--- src/rtl/core/mphp_pkg.sv ---
// Shared types, syntax positions and element tables of the picture header parser.
`timescale 1ns / 1ps
package mphp_pkg;

  typedef logic [5:0] pos_t;

  typedef struct packed {
    logic [7:0] data_byte;
    logic       first_byte;
  } in_item_t;

  typedef struct packed {
    logic [5:0]  element_id;
    logic [7:0]  element_index;
    logic [21:0] element_value;
    logic        header_done;
    logic [7:0]  next_start_code;
    logic        last_of_item;
  } result_t;

  localparam int unsigned IN_W  = $bits(in_item_t);
  localparam int unsigned RES_W = $bits(result_t);

  localparam logic [5:0] ID_SKIP = 6'd63;
  localparam logic [5:0] ID_DONE = 6'd46;

  localparam logic [7:0] CODE_USER = 8'hB2;
  localparam logic [7:0] CODE_EXT  = 8'hB5;

  localparam logic [3:0] EXT_QUANT     = 4'd3;
  localparam logic [3:0] EXT_COPYRIGHT = 4'd4;
  localparam logic [3:0] EXT_DISPLAY   = 4'd7;
  localparam logic [3:0] EXT_CODING    = 4'd8;
  localparam logic [3:0] EXT_SPATIAL   = 4'd9;
  localparam logic [3:0] EXT_TEMPORAL  = 4'd10;

  localparam pos_t P_TREF      = 6'd0;
  localparam pos_t P_PCT       = 6'd1;
  localparam pos_t P_VBV       = 6'd2;
  localparam pos_t P_FPF       = 6'd3;
  localparam pos_t P_FFC       = 6'd4;
  localparam pos_t P_FPB       = 6'd5;
  localparam pos_t P_EXTRA_BIT = 6'd7;
  localparam pos_t P_EXTRA_BYTE= 6'd8;
  localparam pos_t P_ALIGN     = 6'd9;
  localparam pos_t P_SEEK      = 6'd10;
  localparam pos_t P_CODE      = 6'd11;
  localparam pos_t P_EXT_ID    = 6'd12;
  localparam pos_t P_FCODE     = 6'd13;
  localparam pos_t P_PSTRUCT   = 6'd15;
  localparam pos_t P_RFF       = 6'd22;
  localparam pos_t P_CDF       = 6'd25;
  localparam pos_t P_VAXIS     = 6'd26;
  localparam pos_t P_PHASE     = 6'd30;
  localparam pos_t P_QM_LOAD   = 6'd31;
  localparam pos_t P_QM_VAL    = 6'd32;
  localparam pos_t P_PD_H      = 6'd33;
  localparam pos_t P_PD_V      = 6'd35;
  localparam pos_t P_PD_M2     = 6'd36;
  localparam pos_t P_SPATIAL   = 6'd37;
  localparam pos_t P_SP_LAST   = 6'd44;
  localparam pos_t P_TEMPORAL  = 6'd45;
  localparam pos_t P_TE_LAST   = 6'd48;
  localparam pos_t P_COPYRIGHT = 6'd49;
  localparam pos_t P_CO_LAST   = 6'd58;
  localparam pos_t P_END       = 6'd59;

  function automatic logic [4:0] pos_width(input pos_t p);
    logic [4:0] w;
    unique case (p)
      6'd0: w = 5'd10;  6'd1: w = 5'd3;   6'd2: w = 5'd16;  6'd3: w = 5'd1;
      6'd4: w = 5'd3;   6'd5: w = 5'd1;   6'd6: w = 5'd3;   6'd7: w = 5'd1;
      6'd8: w = 5'd8;   6'd9: w = 5'd0;   6'd10: w = 5'd8;  6'd11: w = 5'd8;
      6'd12: w = 5'd4;  6'd13: w = 5'd4;  6'd14: w = 5'd2;  6'd15: w = 5'd2;
      6'd27: w = 5'd3;  6'd28: w = 5'd1;  6'd29: w = 5'd7;  6'd30: w = 5'd8;
      6'd31: w = 5'd1;  6'd32: w = 5'd8;  6'd33: w = 5'd16; 6'd34: w = 5'd1;
      6'd35: w = 5'd16; 6'd36: w = 5'd1;  6'd37: w = 5'd10; 6'd38: w = 5'd1;
      6'd39: w = 5'd15; 6'd40: w = 5'd1;  6'd41: w = 5'd15; 6'd42: w = 5'd2;
      6'd43: w = 5'd1;  6'd44: w = 5'd1;  6'd45: w = 5'd2;  6'd46: w = 5'd10;
      6'd47: w = 5'd1;  6'd48: w = 5'd10; 6'd49: w = 5'd1;  6'd50: w = 5'd8;
      6'd51: w = 5'd1;  6'd52: w = 5'd7;  6'd53: w = 5'd1;  6'd54: w = 5'd20;
      6'd55: w = 5'd1;  6'd56: w = 5'd22; 6'd57: w = 5'd1;  6'd58: w = 5'd22;
      default: w = (p >= 6'd16 && p <= 6'd26) ? 5'd1 : 5'd0;
    endcase
    return w;
  endfunction

  function automatic logic [5:0] pos_id(input pos_t p);
    logic [5:0] id;
    unique case (p)
      6'd7, 6'd8, 6'd9, 6'd10, 6'd34, 6'd36, 6'd38, 6'd40, 6'd47,
      6'd53, 6'd55, 6'd57: id = ID_SKIP;
      6'd11: id = ID_DONE;
      6'd0, 6'd1, 6'd2, 6'd3, 6'd4, 6'd5, 6'd6: id = p;
      6'd35: id = 6'd29;
      6'd37: id = 6'd30;
      6'd39: id = 6'd31;
      6'd41, 6'd42, 6'd43, 6'd44, 6'd45, 6'd46: id = p - 6'd9;
      6'd48, 6'd49, 6'd50, 6'd51, 6'd52: id = p - 6'd10;
      6'd54: id = 6'd43;
      6'd56: id = 6'd44;
      6'd58: id = 6'd45;
      default: id = (p >= 6'd12 && p <= 6'd33) ? p - 6'd5 : ID_SKIP;
    endcase
    return id;
  endfunction

endpackage

--- src/rtl/core/mphp_fifo.sv ---
// Small register queue that decouples the byte intake, the parser and the result side.
`timescale 1ns / 1ps
module mphp_fifo #(
  parameter int unsigned WIDTH = 8,
  parameter int unsigned DEPTH = 4
) (
  input  logic             clk,
  input  logic             rst_n,
  input  logic             push,
  input  logic [WIDTH-1:0] wdata,
  output logic             full,
  input  logic             pop,
  output logic [WIDTH-1:0] rdata,
  output logic             empty
);
  localparam int unsigned PW = (DEPTH > 1) ? $clog2(DEPTH) : 1;
  localparam int unsigned CW = $clog2(DEPTH + 1);

  logic [WIDTH-1:0] mem [DEPTH];
  logic [PW-1:0]    wp_r, rp_r;
  logic [CW-1:0]    cnt_r;
  logic             do_push, do_pop;

  assign full    = (cnt_r == CW'(DEPTH));
  assign empty   = (cnt_r == '0);
  assign do_push = push && !full;
  assign do_pop  = pop && !empty;
  assign rdata   = mem[rp_r];

  always_ff @(posedge clk) begin
    if (do_push) begin
      mem[wp_r] <= wdata;
    end
  end

  always_ff @(posedge clk) begin
    if (!rst_n) begin
      wp_r  <= '0;
      rp_r  <= '0;
      cnt_r <= '0;
    end else begin
      if (do_push) begin
        wp_r <= (wp_r == PW'(DEPTH - 1)) ? '0 : wp_r + 1'b1;
      end
      if (do_pop) begin
        rp_r <= (rp_r == PW'(DEPTH - 1)) ? '0 : rp_r + 1'b1;
      end
      if (do_push && !do_pop) begin
        cnt_r <= cnt_r + 1'b1;
      end else if (do_pop && !do_push) begin
        cnt_r <= cnt_r - 1'b1;
      end
    end
  end
endmodule

--- src/rtl/core/mphp_parser.sv ---
// Bit-level syntax walker of queued bytes: up to one element per cycle, none if full.
`timescale 1ns / 1ps
module mphp_parser (
  input  logic               clk,
  input  logic               rst_n,
  input  logic               cfg_valid,
  input  logic               cfg_data,
  input  logic               in_empty,
  input  mphp_pkg::in_item_t in_item,
  output logic               in_pop,
  input  logic               out_full,
  output logic               out_push,
  output mphp_pkg::result_t  out_item
);
  import mphp_pkg::*;

  typedef enum logic {ST_LOAD, ST_RUN} state_t;

  state_t      state_r, state_nxt;
  logic [31:0] buf_r, buf_nxt;
  logic [5:0]  held_r, held_nxt;
  pos_t        pos_r, pos_nxt;
  logic [2:0]  ct_r, ct_nxt;
  logic [7:0]  lc_r, lc_nxt;
  logic [1:0]  zr_r, zr_nxt;
  logic [1:0]  ps_r, ps_nxt;
  logic        rff_r, rff_nxt;
  logic [3:0]  n_r, n_nxt;
  result_t     pend_r, pend_nxt;
  logic        pend_vld_r, pend_vld_nxt;
  logic        prog_r;

  logic [4:0]  w;
  logic [5:0]  sh;
  logic [31:0] shifted;
  logic [21:0] v;
  logic [5:0]  id;
  logic [7:0]  idx;
  pos_t        nxt_pos;
  logic        emit, done;
  logic [7:0]  lc_inc, lc_add64;
  logic [1:0]  off_cnt;
  pos_t        b_pos;
  logic [31:0] b_buf;
  logic [5:0]  b_held;

  assign w       = pos_width(pos_r);
  assign sh      = held_r - {1'b0, w};
  assign shifted = buf_r >> sh;
  assign v       = shifted[21:0] & ((22'd1 << w) - 22'd1);
  assign lc_inc  = lc_r + 8'd1;
  assign lc_add64 = lc_r + 8'd64;
  assign off_cnt = (prog_r || ps_r == 2'd1 || ps_r == 2'd2) ? 2'd1 :
                   (rff_r ? 2'd3 : 2'd2);
  assign b_pos   = in_item.first_byte ? P_TREF : pos_r;
  assign b_buf   = in_item.first_byte ? 32'd0 : buf_r;
  assign b_held  = in_item.first_byte ? 6'd0 : held_r;

  always_comb begin
    state_nxt    = state_r;
    buf_nxt      = buf_r;
    held_nxt     = held_r;
    pos_nxt      = pos_r;
    ct_nxt       = ct_r;
    lc_nxt       = lc_r;
    zr_nxt       = zr_r;
    ps_nxt       = ps_r;
    rff_nxt      = rff_r;
    n_nxt        = n_r;
    pend_nxt     = pend_r;
    pend_vld_nxt = pend_vld_r;
    in_pop       = 1'b0;
    out_push     = 1'b0;
    out_item     = pend_r;
    id           = pos_id(pos_r);
    idx          = 8'd0;
    nxt_pos      = pos_r + 6'd1;
    emit         = 1'b0;
    done         = 1'b0;

    unique case (state_r)
      ST_LOAD: begin
        if (!in_empty) begin
          in_pop = 1'b1;
          if (in_item.first_byte) begin
            pos_nxt = P_TREF;
            ct_nxt  = 3'd0;
            lc_nxt  = 8'd0;
            zr_nxt  = 2'd0;
            ps_nxt  = 2'd3;
            rff_nxt = 1'b0;
            buf_nxt = 32'd0;
            held_nxt = 6'd0;
          end
          if (b_pos != P_END) begin
            buf_nxt   = {b_buf[23:0], in_item.data_byte};
            held_nxt  = b_held + 6'd8;
            n_nxt     = 4'd0;
            state_nxt = ST_RUN;
          end
        end
      end
      ST_RUN: begin
        if (!out_full) begin
          if (pos_r == P_END || (pos_r != P_ALIGN && held_r < {1'b0, w})) begin
            // Byte exhausted: the held result is the last one of this byte.
            out_push            = pend_vld_r;
            out_item.last_of_item = 1'b1;
            pend_vld_nxt        = 1'b0;
            state_nxt           = ST_LOAD;
          end else if (pos_r == P_ALIGN) begin
            held_nxt = {held_r[5:3], 3'b000};
            zr_nxt   = 2'd0;
            pos_nxt  = P_SEEK;
          end else begin
            held_nxt = sh;
            emit     = (id != ID_SKIP);
            unique case (pos_r)
              P_PCT: ct_nxt = v[2:0];
              P_VBV: nxt_pos = (ct_r == 3'd2 || ct_r == 3'd3) ? P_FPF : P_EXTRA_BIT;
              P_FFC: nxt_pos = (ct_r == 3'd3) ? P_FPB : P_EXTRA_BIT;
              P_EXTRA_BIT: nxt_pos = v[0] ? P_EXTRA_BYTE : P_ALIGN;
              P_EXTRA_BYTE: nxt_pos = P_EXTRA_BIT;
              P_SEEK: begin
                nxt_pos = P_SEEK;
                if (v[7:0] == 8'd0) begin
                  if (zr_r != 2'd2) zr_nxt = zr_r + 2'd1;
                end else if (v[7:0] == 8'd1 && zr_r == 2'd2) begin
                  zr_nxt  = 2'd0;
                  nxt_pos = P_CODE;
                end else begin
                  zr_nxt = 2'd0;
                end
              end
              P_CODE: begin
                emit = 1'b0;
                if (v[7:0] == CODE_USER) begin
                  nxt_pos = P_SEEK;
                end else if (v[7:0] == CODE_EXT) begin
                  nxt_pos = P_EXT_ID;
                end else begin
                  done     = 1'b1;
                  nxt_pos  = P_END;
                  buf_nxt  = 32'd0;
                  held_nxt = 6'd0;
                end
              end
              P_EXT_ID: begin
                lc_nxt = 8'd0;
                unique case (v[3:0])
                  EXT_QUANT:     nxt_pos = P_QM_LOAD;
                  EXT_COPYRIGHT: nxt_pos = P_COPYRIGHT;
                  EXT_DISPLAY:   nxt_pos = P_PD_H;
                  EXT_CODING:    nxt_pos = P_FCODE;
                  EXT_SPATIAL:   nxt_pos = P_SPATIAL;
                  EXT_TEMPORAL:  nxt_pos = P_TEMPORAL;
                  default:       nxt_pos = P_ALIGN;
                endcase
              end
              P_FCODE: begin
                idx = lc_r;
                if (lc_inc < 8'd4) begin
                  lc_nxt  = lc_inc;
                  nxt_pos = P_FCODE;
                end else begin
                  lc_nxt = 8'd0;
                end
              end
              P_PSTRUCT: ps_nxt = v[1:0];
              P_RFF: rff_nxt = v[0];
              P_CDF: nxt_pos = v[0] ? P_VAXIS : P_ALIGN;
              P_PHASE, P_SP_LAST, P_TE_LAST, P_CO_LAST: nxt_pos = P_ALIGN;
              P_QM_LOAD: begin
                idx = {6'd0, lc_r[7:6]};
                if (v[0]) begin
                  nxt_pos = P_QM_VAL;
                end else begin
                  lc_nxt  = lc_add64;
                  nxt_pos = (lc_add64 == 8'd0) ? P_ALIGN : P_QM_LOAD;
                end
              end
              P_QM_VAL: begin
                idx    = lc_r;
                lc_nxt = lc_inc;
                if (lc_inc[5:0] != 6'd0) nxt_pos = P_QM_VAL;
                else nxt_pos = (lc_inc == 8'd0) ? P_ALIGN : P_QM_LOAD;
              end
              P_PD_H, P_PD_V: idx = lc_r;
              P_PD_M2: begin
                lc_nxt  = lc_inc;
                nxt_pos = (lc_inc < {6'd0, off_cnt}) ? P_PD_H : P_ALIGN;
              end
              default: ;
            endcase
            pos_nxt = nxt_pos;
            if ((emit || done) && n_r != 4'd8) begin
              // Release the previous element; the new one waits to learn if it is last.
              out_push                   = pend_vld_r;
              out_item.last_of_item      = 1'b0;
              pend_vld_nxt               = 1'b1;
              n_nxt                      = n_r + 4'd1;
              pend_nxt.element_id        = done ? ID_DONE : id;
              pend_nxt.element_index     = done ? 8'd0 : idx;
              pend_nxt.element_value     = done ? 22'd0 : v;
              pend_nxt.header_done       = done;
              pend_nxt.next_start_code   = done ? v[7:0] : 8'd0;
              pend_nxt.last_of_item      = 1'b0;
            end
          end
        end
      end
      default: state_nxt = ST_LOAD;
    endcase
  end

  always_ff @(posedge clk) begin
    if (!rst_n) begin
      state_r    <= ST_LOAD;
      buf_r      <= '0;
      held_r     <= '0;
      pos_r      <= P_TREF;
      ct_r       <= '0;
      lc_r       <= '0;
      zr_r       <= '0;
      ps_r       <= 2'd3;
      rff_r      <= 1'b0;
      n_r        <= '0;
      pend_vld_r <= 1'b0;
      prog_r     <= 1'b0;
    end else begin
      state_r    <= state_nxt;
      buf_r      <= buf_nxt;
      held_r     <= held_nxt;
      pos_r      <= pos_nxt;
      ct_r       <= ct_nxt;
      lc_r       <= lc_nxt;
      zr_r       <= zr_nxt;
      ps_r       <= ps_nxt;
      rff_r      <= rff_nxt;
      n_r        <= n_nxt;
      pend_vld_r <= pend_vld_nxt;
      if (cfg_valid) begin
        prog_r <= cfg_data;
      end
    end
  end

  always_ff @(posedge clk) begin
    pend_r <= pend_nxt;
  end
endmodule

--- src/rtl/core/mpeg2_picture_header_parser.sv ---
// Top level of the picture header parser: byte queue, syntax walker and result queue.
`timescale 1ns / 1ps
// Bytes following a picture start code are pushed into an input queue and
// walked bit by bit by the parser, which completes one syntax element, one
// skipped field or one alignment step per cycle. Each byte is loaded, then
// walked through every step that its bits complete, and then closed by a
// step that releases its held element; a full result queue
// stalls the walker. Elements leave through a result queue, one per pop, and
// the last element caused by a byte carries last_of_item. The input queue
// keeps accepting while results wait to be popped, until it is full. A start
// code other than user data or extension ends the header with a done result;
// further bytes are dropped until a byte with first_byte set restarts the parse.
module mpeg2_picture_header_parser #(
  parameter int unsigned IN_DEPTH  = 4,
  parameter int unsigned OUT_DEPTH = 4
) (
  input  logic        clk,
  input  logic        rst_n,
  input  logic        cfg_valid,
  output logic        cfg_ready,
  input  logic        cfg_data,
  input  logic        push,
  output logic        full,
  input  logic [7:0]  in_data_byte,
  input  logic        in_first_byte,
  output logic        empty,
  input  logic        pop,
  output logic [5:0]  out_element_id,
  output logic [7:0]  out_element_index,
  output logic [21:0] out_element_value,
  output logic        out_header_done,
  output logic [7:0]  out_next_start_code,
  output logic        out_last_of_item
);
  import mphp_pkg::*;

  in_item_t in_w, in_q;
  result_t  res_w, res_q;
  logic     in_empty, in_pop, out_full, out_push;

  assign cfg_ready = 1'b1;
  assign in_w.data_byte  = in_data_byte;
  assign in_w.first_byte = in_first_byte;

  mphp_fifo #(.WIDTH(IN_W), .DEPTH(IN_DEPTH)) u_in_q (
    .clk(clk), .rst_n(rst_n),
    .push(push), .wdata(in_w), .full(full),
    .pop(in_pop), .rdata(in_q), .empty(in_empty)
  );

  mphp_parser u_parser (
    .clk(clk), .rst_n(rst_n),
    .cfg_valid(cfg_valid), .cfg_data(cfg_data),
    .in_empty(in_empty), .in_item(in_q), .in_pop(in_pop),
    .out_full(out_full), .out_push(out_push), .out_item(res_w)
  );

  mphp_fifo #(.WIDTH(RES_W), .DEPTH(OUT_DEPTH)) u_out_q (
    .clk(clk), .rst_n(rst_n),
    .push(out_push), .wdata(res_w), .full(out_full),
    .pop(pop), .rdata(res_q), .empty(empty)
  );

  assign out_element_id      = res_q.element_id;
  assign out_element_index   = res_q.element_index;
  assign out_element_value   = res_q.element_value;
  assign out_header_done     = res_q.header_done;
  assign out_next_start_code = res_q.next_start_code;
  assign out_last_of_item    = res_q.last_of_item;
endmodule

--- config.mk ---
export PLATFORM = sky130hd
export DESIGN_NAME = mpeg2_picture_header_parser
export DESIGN_NICKNAME = d
export VERILOG_FILES = /design/src/rtl/core/mphp_pkg.sv /design/src/rtl/core/mphp_fifo.sv /design/src/rtl/core/mphp_parser.sv /design/src/rtl/core/mpeg2_picture_header_parser.sv
export SDC_FILE = /design/constraint.sdc
export NUM_CORES = 1
export LEC_CHECK = 0
export BUFFER_PORTS_ARGS = -buffer_cell sky130_fd_sc_hd__buf_2
export CAP_MARGIN = 20
export CELL_PAD_IN_SITES_DETAIL_PLACEMENT = 1
export CELL_PAD_IN_SITES_GLOBAL_PLACEMENT = 1
export CORE_ASPECT_RATIO = 0.6
export CORE_MARGIN = 2
export CORE_UTILIZATION = 25
export CTS_CLUSTER_DIAMETER = 100
export DETAILED_ROUTE_END_ITERATION = 16
export GPL_ROUTABILITY_DRIVEN = 0
export PLACE_DENSITY = 0.48
export SKIP_CTS_REPAIR_TIMING = 1
export SYNTH_ARGS = -nofsm -noshare
export SYNTH_HDL_FRONTEND = slang
export SYNTH_SLANG_ARGS = --single-unit
export TNS_END_PERCENT = 50
--- constraint.sdc ---
create_clock -name clk -period 8.44 [get_ports clk]
set_clock_uncertainty 0.2 [all_clocks]
set_input_delay 0.844 -clock clk [delete_from_list [all_inputs] [get_ports clk]]
set_output_delay 0.844 -clock clk [all_outputs]
set_load 0.005 [all_outputs]
==> impl_metrics.tcl <==
set metrics [dict create \
    num_rows 75 \
    worst_hold_slack_ns 0.263 \
    timing.critical_path.from_type "register" \
    fmax_mhz 126 \
    drv_cap 0 \
    ys_types 95 \
    htreeDepth 2 \
    syn_area_sq_um 17900 \
    synth_edf_count 265 \
    p_seq_frac 0.269 \
    crit_buf_inv 4 \
    synth_area_leader_cell "edfxtp_1" \
    clk_latency_ns 0.56 \
    drv_slew 0 \
    synth_flop_cell "edfxtp_1" \
    criticalPathCategory "register to register" \
    wirelength_mm 57.5 \
    switchingPower_w 0.00374 \
    drive_above_1_share 0.209 \
    cp-end-kind "register" \
    grt_pass1_vias 13000 \
    final_core_util 0.298 \
    cpMaxStageDelayCell "fa_2" \
    cp_common_cell "mux2_2" \
    area_growth_pct 17.2 \
    finalNetCount 1654 \
    ioPinCount 64 \
    final_hold_viol_count 0 \
    setup-tns-final_ns 0 \
    p_per_area_nw_per_um2 405 \
    dieArea_sq_um 73900 \
    viasPerCell 5.05 \
    cts.sinks 350 \
    yosysTopAreaCellShare 0.444 \
    dp_cells 2477 \
    yosys_register_bits 350 \
    portBuffers 62 \
    grt_setup_unrepaired "no" \
    synth_fp_nets 1556 \
    hold_class "register to register" \
    setup-violations-final 0 \
    cts_buffers 38 \
    die_h_um 211 \
    num_vias 12900 \
    start_util 0.255 \
    clockBufferDepth 3 \
    placed_area_sq_um 19700 \
    vdd_drop_max_mv 0.285 \
    yosysWarnings 0 \
    wl_per_cell_um 22.5 \
    switching_share 0.440 \
    worst_pin_slew_ns 0.978 \
    drtIter0Drc 1129 \
    synthArstFlopShare 0 \
    synthTopCellsByArea "edfxtp_1 (44%), dfxtp_1 (9.5%), mux4_2 (8.7%), mux2i_1 (3.7%), nand2_1 (3.0%)" \
    run_status "complete, no violations" \
    power_frac_comb 0.537 \
    clock_tree.root_cell "clkbuf_16" \
    required_ns 8.72 \
    instances_no_fill 2555 \
    drc_errors 0 \
    min_period_ns 7.95 \
    internal_power_w 0.00476 \
    path_max_fanout 12 \
    drtPass1Iterations 5 \
    crit_family "simple AND/OR/NAND/NOR gates" \
    clkTransAtPathRegs_ns 0.06 \
    max-slew-margin-rel 0.344 \
    synth-seq-area-share 0.539 \
    die_w_um 350 \
    place_hpwl_mm 41.9 \
    slowest_delay_ns 0.55 \
    design_area_sq_um 21000 \
    clkPwrFrac 0.194 \
    track_usage 0.155 \
    syn_inst 1502 \
    core_sq_um 70400 \
    ant_nets 0 \
    p_leak_nw 7.08 \
    overflow 0 \
    grt_max_degree 58 \
    antenna_found_initial 3 \
    grt_pass1_wl_mm 86.7 \
    syn_avg_cell_area_sq_um 11.9 \
    cts_tree "yes" \
    fin_crit_sh 0.942 \
    cp.arrival_ns 8.24 \
]
-- tightest hold or removal path, cell delays in order (launching register included) --
cell and delay [ns]:
dfxtp_1 0.31, inv_1 0.05, a211oi_1 0.06
-- final timing paths --
path,from,to,slack (ns),cells after the start
worst min-delay path,u_parser.pend_vld_r,u_parser.pend_vld_r,0.26,2
worst min register to register,u_parser.pend_vld_r,u_parser.pend_vld_r,0.26,2
worst max register to register,u_parser.pos_r[0],u_out_q.cnt_r[2],0.49,28
worst max-delay path,u_parser.pos_r[0],u_out_q.cnt_r[2],0.49,28
-- per-stage QoR --
step,setup slack (ns),total power [W]
after detailed placement,0.433,0.00673
final,0.486,0.00850
after global placement,0.568,0.00670
after floorplan,-0.104,0.00506
after CTS,0.416,0.00842
after global routing,0.127,0.00901
-- state kept, by name, summed over array words and instances, names as in the netlist, 2 cells and up, named ones only --
name and flops:
u_parser.buf_r 32, u_out_q.rp_r 2, u_parser.n_r 4, u_in_q.wp_r 2
u_out_q.mem 184, u_parser.ct_r 3, u_parser.zr_r 2, u_in_q.mem 36
u_parser.ps_r 2, u_in_q.rp_r 2, u_out_q.cnt_r 3, u_parser.lc_r 8
u_parser.pos_r 6, u_out_q.wp_r 2, u_parser.held_r 6, u_parser.out_item 45
u_in_q.cnt_r 3
-- power groups by stage --
stage	registers, W	clock network (W)	logic [W]
2_1_floorplan	0.00223	0	0.00283
3_3_place_gp	0.00234	0	0.00436
3_5_place_dp	0.00236	0	0.00437
4_1_cts	0.00232	0.00171	0.00439
5_1_grt	0.00232	0.00177	0.00493
6_report	0.00229	0.00165	0.00457
-- logic make-up after synthesis --
logic type | Yosys count | synth area share
xor+xnor | 21 | 0.0103
simple gates | 509 | 0.144
flops | 350 | 0.539
mux | 154 | 0.135
buf+inv | 130 | 0.0304
fa+ha+maj | 39 | 0.0285
compound gates | 298 | 0.112
other cells | 1 | 0.000209
-- final cells by class --
type / instances / area [sq um]
antenna: 2 / 5.00
clock buffer: 48 / 1030
clock inverter: 21 / 181
fill: 7716 / 49400
inverter: 35 / 131
multi-input combinational: 1022 / 7760
sequential: 350 / 9660
tap: 924 / 1160
timing repair buffer: 153 / 1080
-- cell usage after synthesis, types with 4 or more instances --
cell type  number
edfxtp_1      265
nand2_1       142
nor2_1        123
dfxtp_1        85
a21oi_1        83
mux4_2         69
mux2i_1        67
o21ai_0        61
clkbuf_1       57
nand3_1        45
nor3_1         37
ha_1           36
inv_1          33
and3_1         22
a31oi_1        19
a32oi_1        19
buf_2          19
and2_1         18
o211ai_1       18
mux2_2         17
nand2b_1       16
or3_1          15
nor2b_1        14
a211oi_1       13
buf_1          13
xor2_1         11
o21a_1         10
xnor2_1        10
nand4_1         9
nor4_1          9
o22ai_1         8
nor3b_1         7
or4_1           6
a21o_1          5
nand3b_1        5
o31ai_1         5
or2_2           5
a21boi_0        4
and3b_1         4
and4b_1         4
nor4b_1         4
o32ai_1         4
-- cell usage in the layout, fill, tap and decap left out, types with 37 or more instances in the layout --
master / synthesis / routed
dfxtp_1: 85 / 83
o21ai_0: 61 / 61
nand2_1: 142 / 142
buf_4: 3 / 85
nand3_1: 45 / 45
a21oi_1: 83 / 83
mux4_2: 69 / 69
clkbuf_16: 0 / 39
nor3_1: 37 / 37
buf_2: 19 / 62
mux2i_1: 67 / 67
nor2_1: 123 / 122
edfxtp_1: 265 / 265
-- layer usage --
metal	share of wire	track usage	vias up
met4	0.015	0.0294	2
met3	0.064	0.0373	63
met2	0.38	0.203	323
met1	0.54	0.252	6569
met5	0.0012	0.00724	-
li1	-	-	5945
No activity file was read; power rests on OpenSTA's default activity.
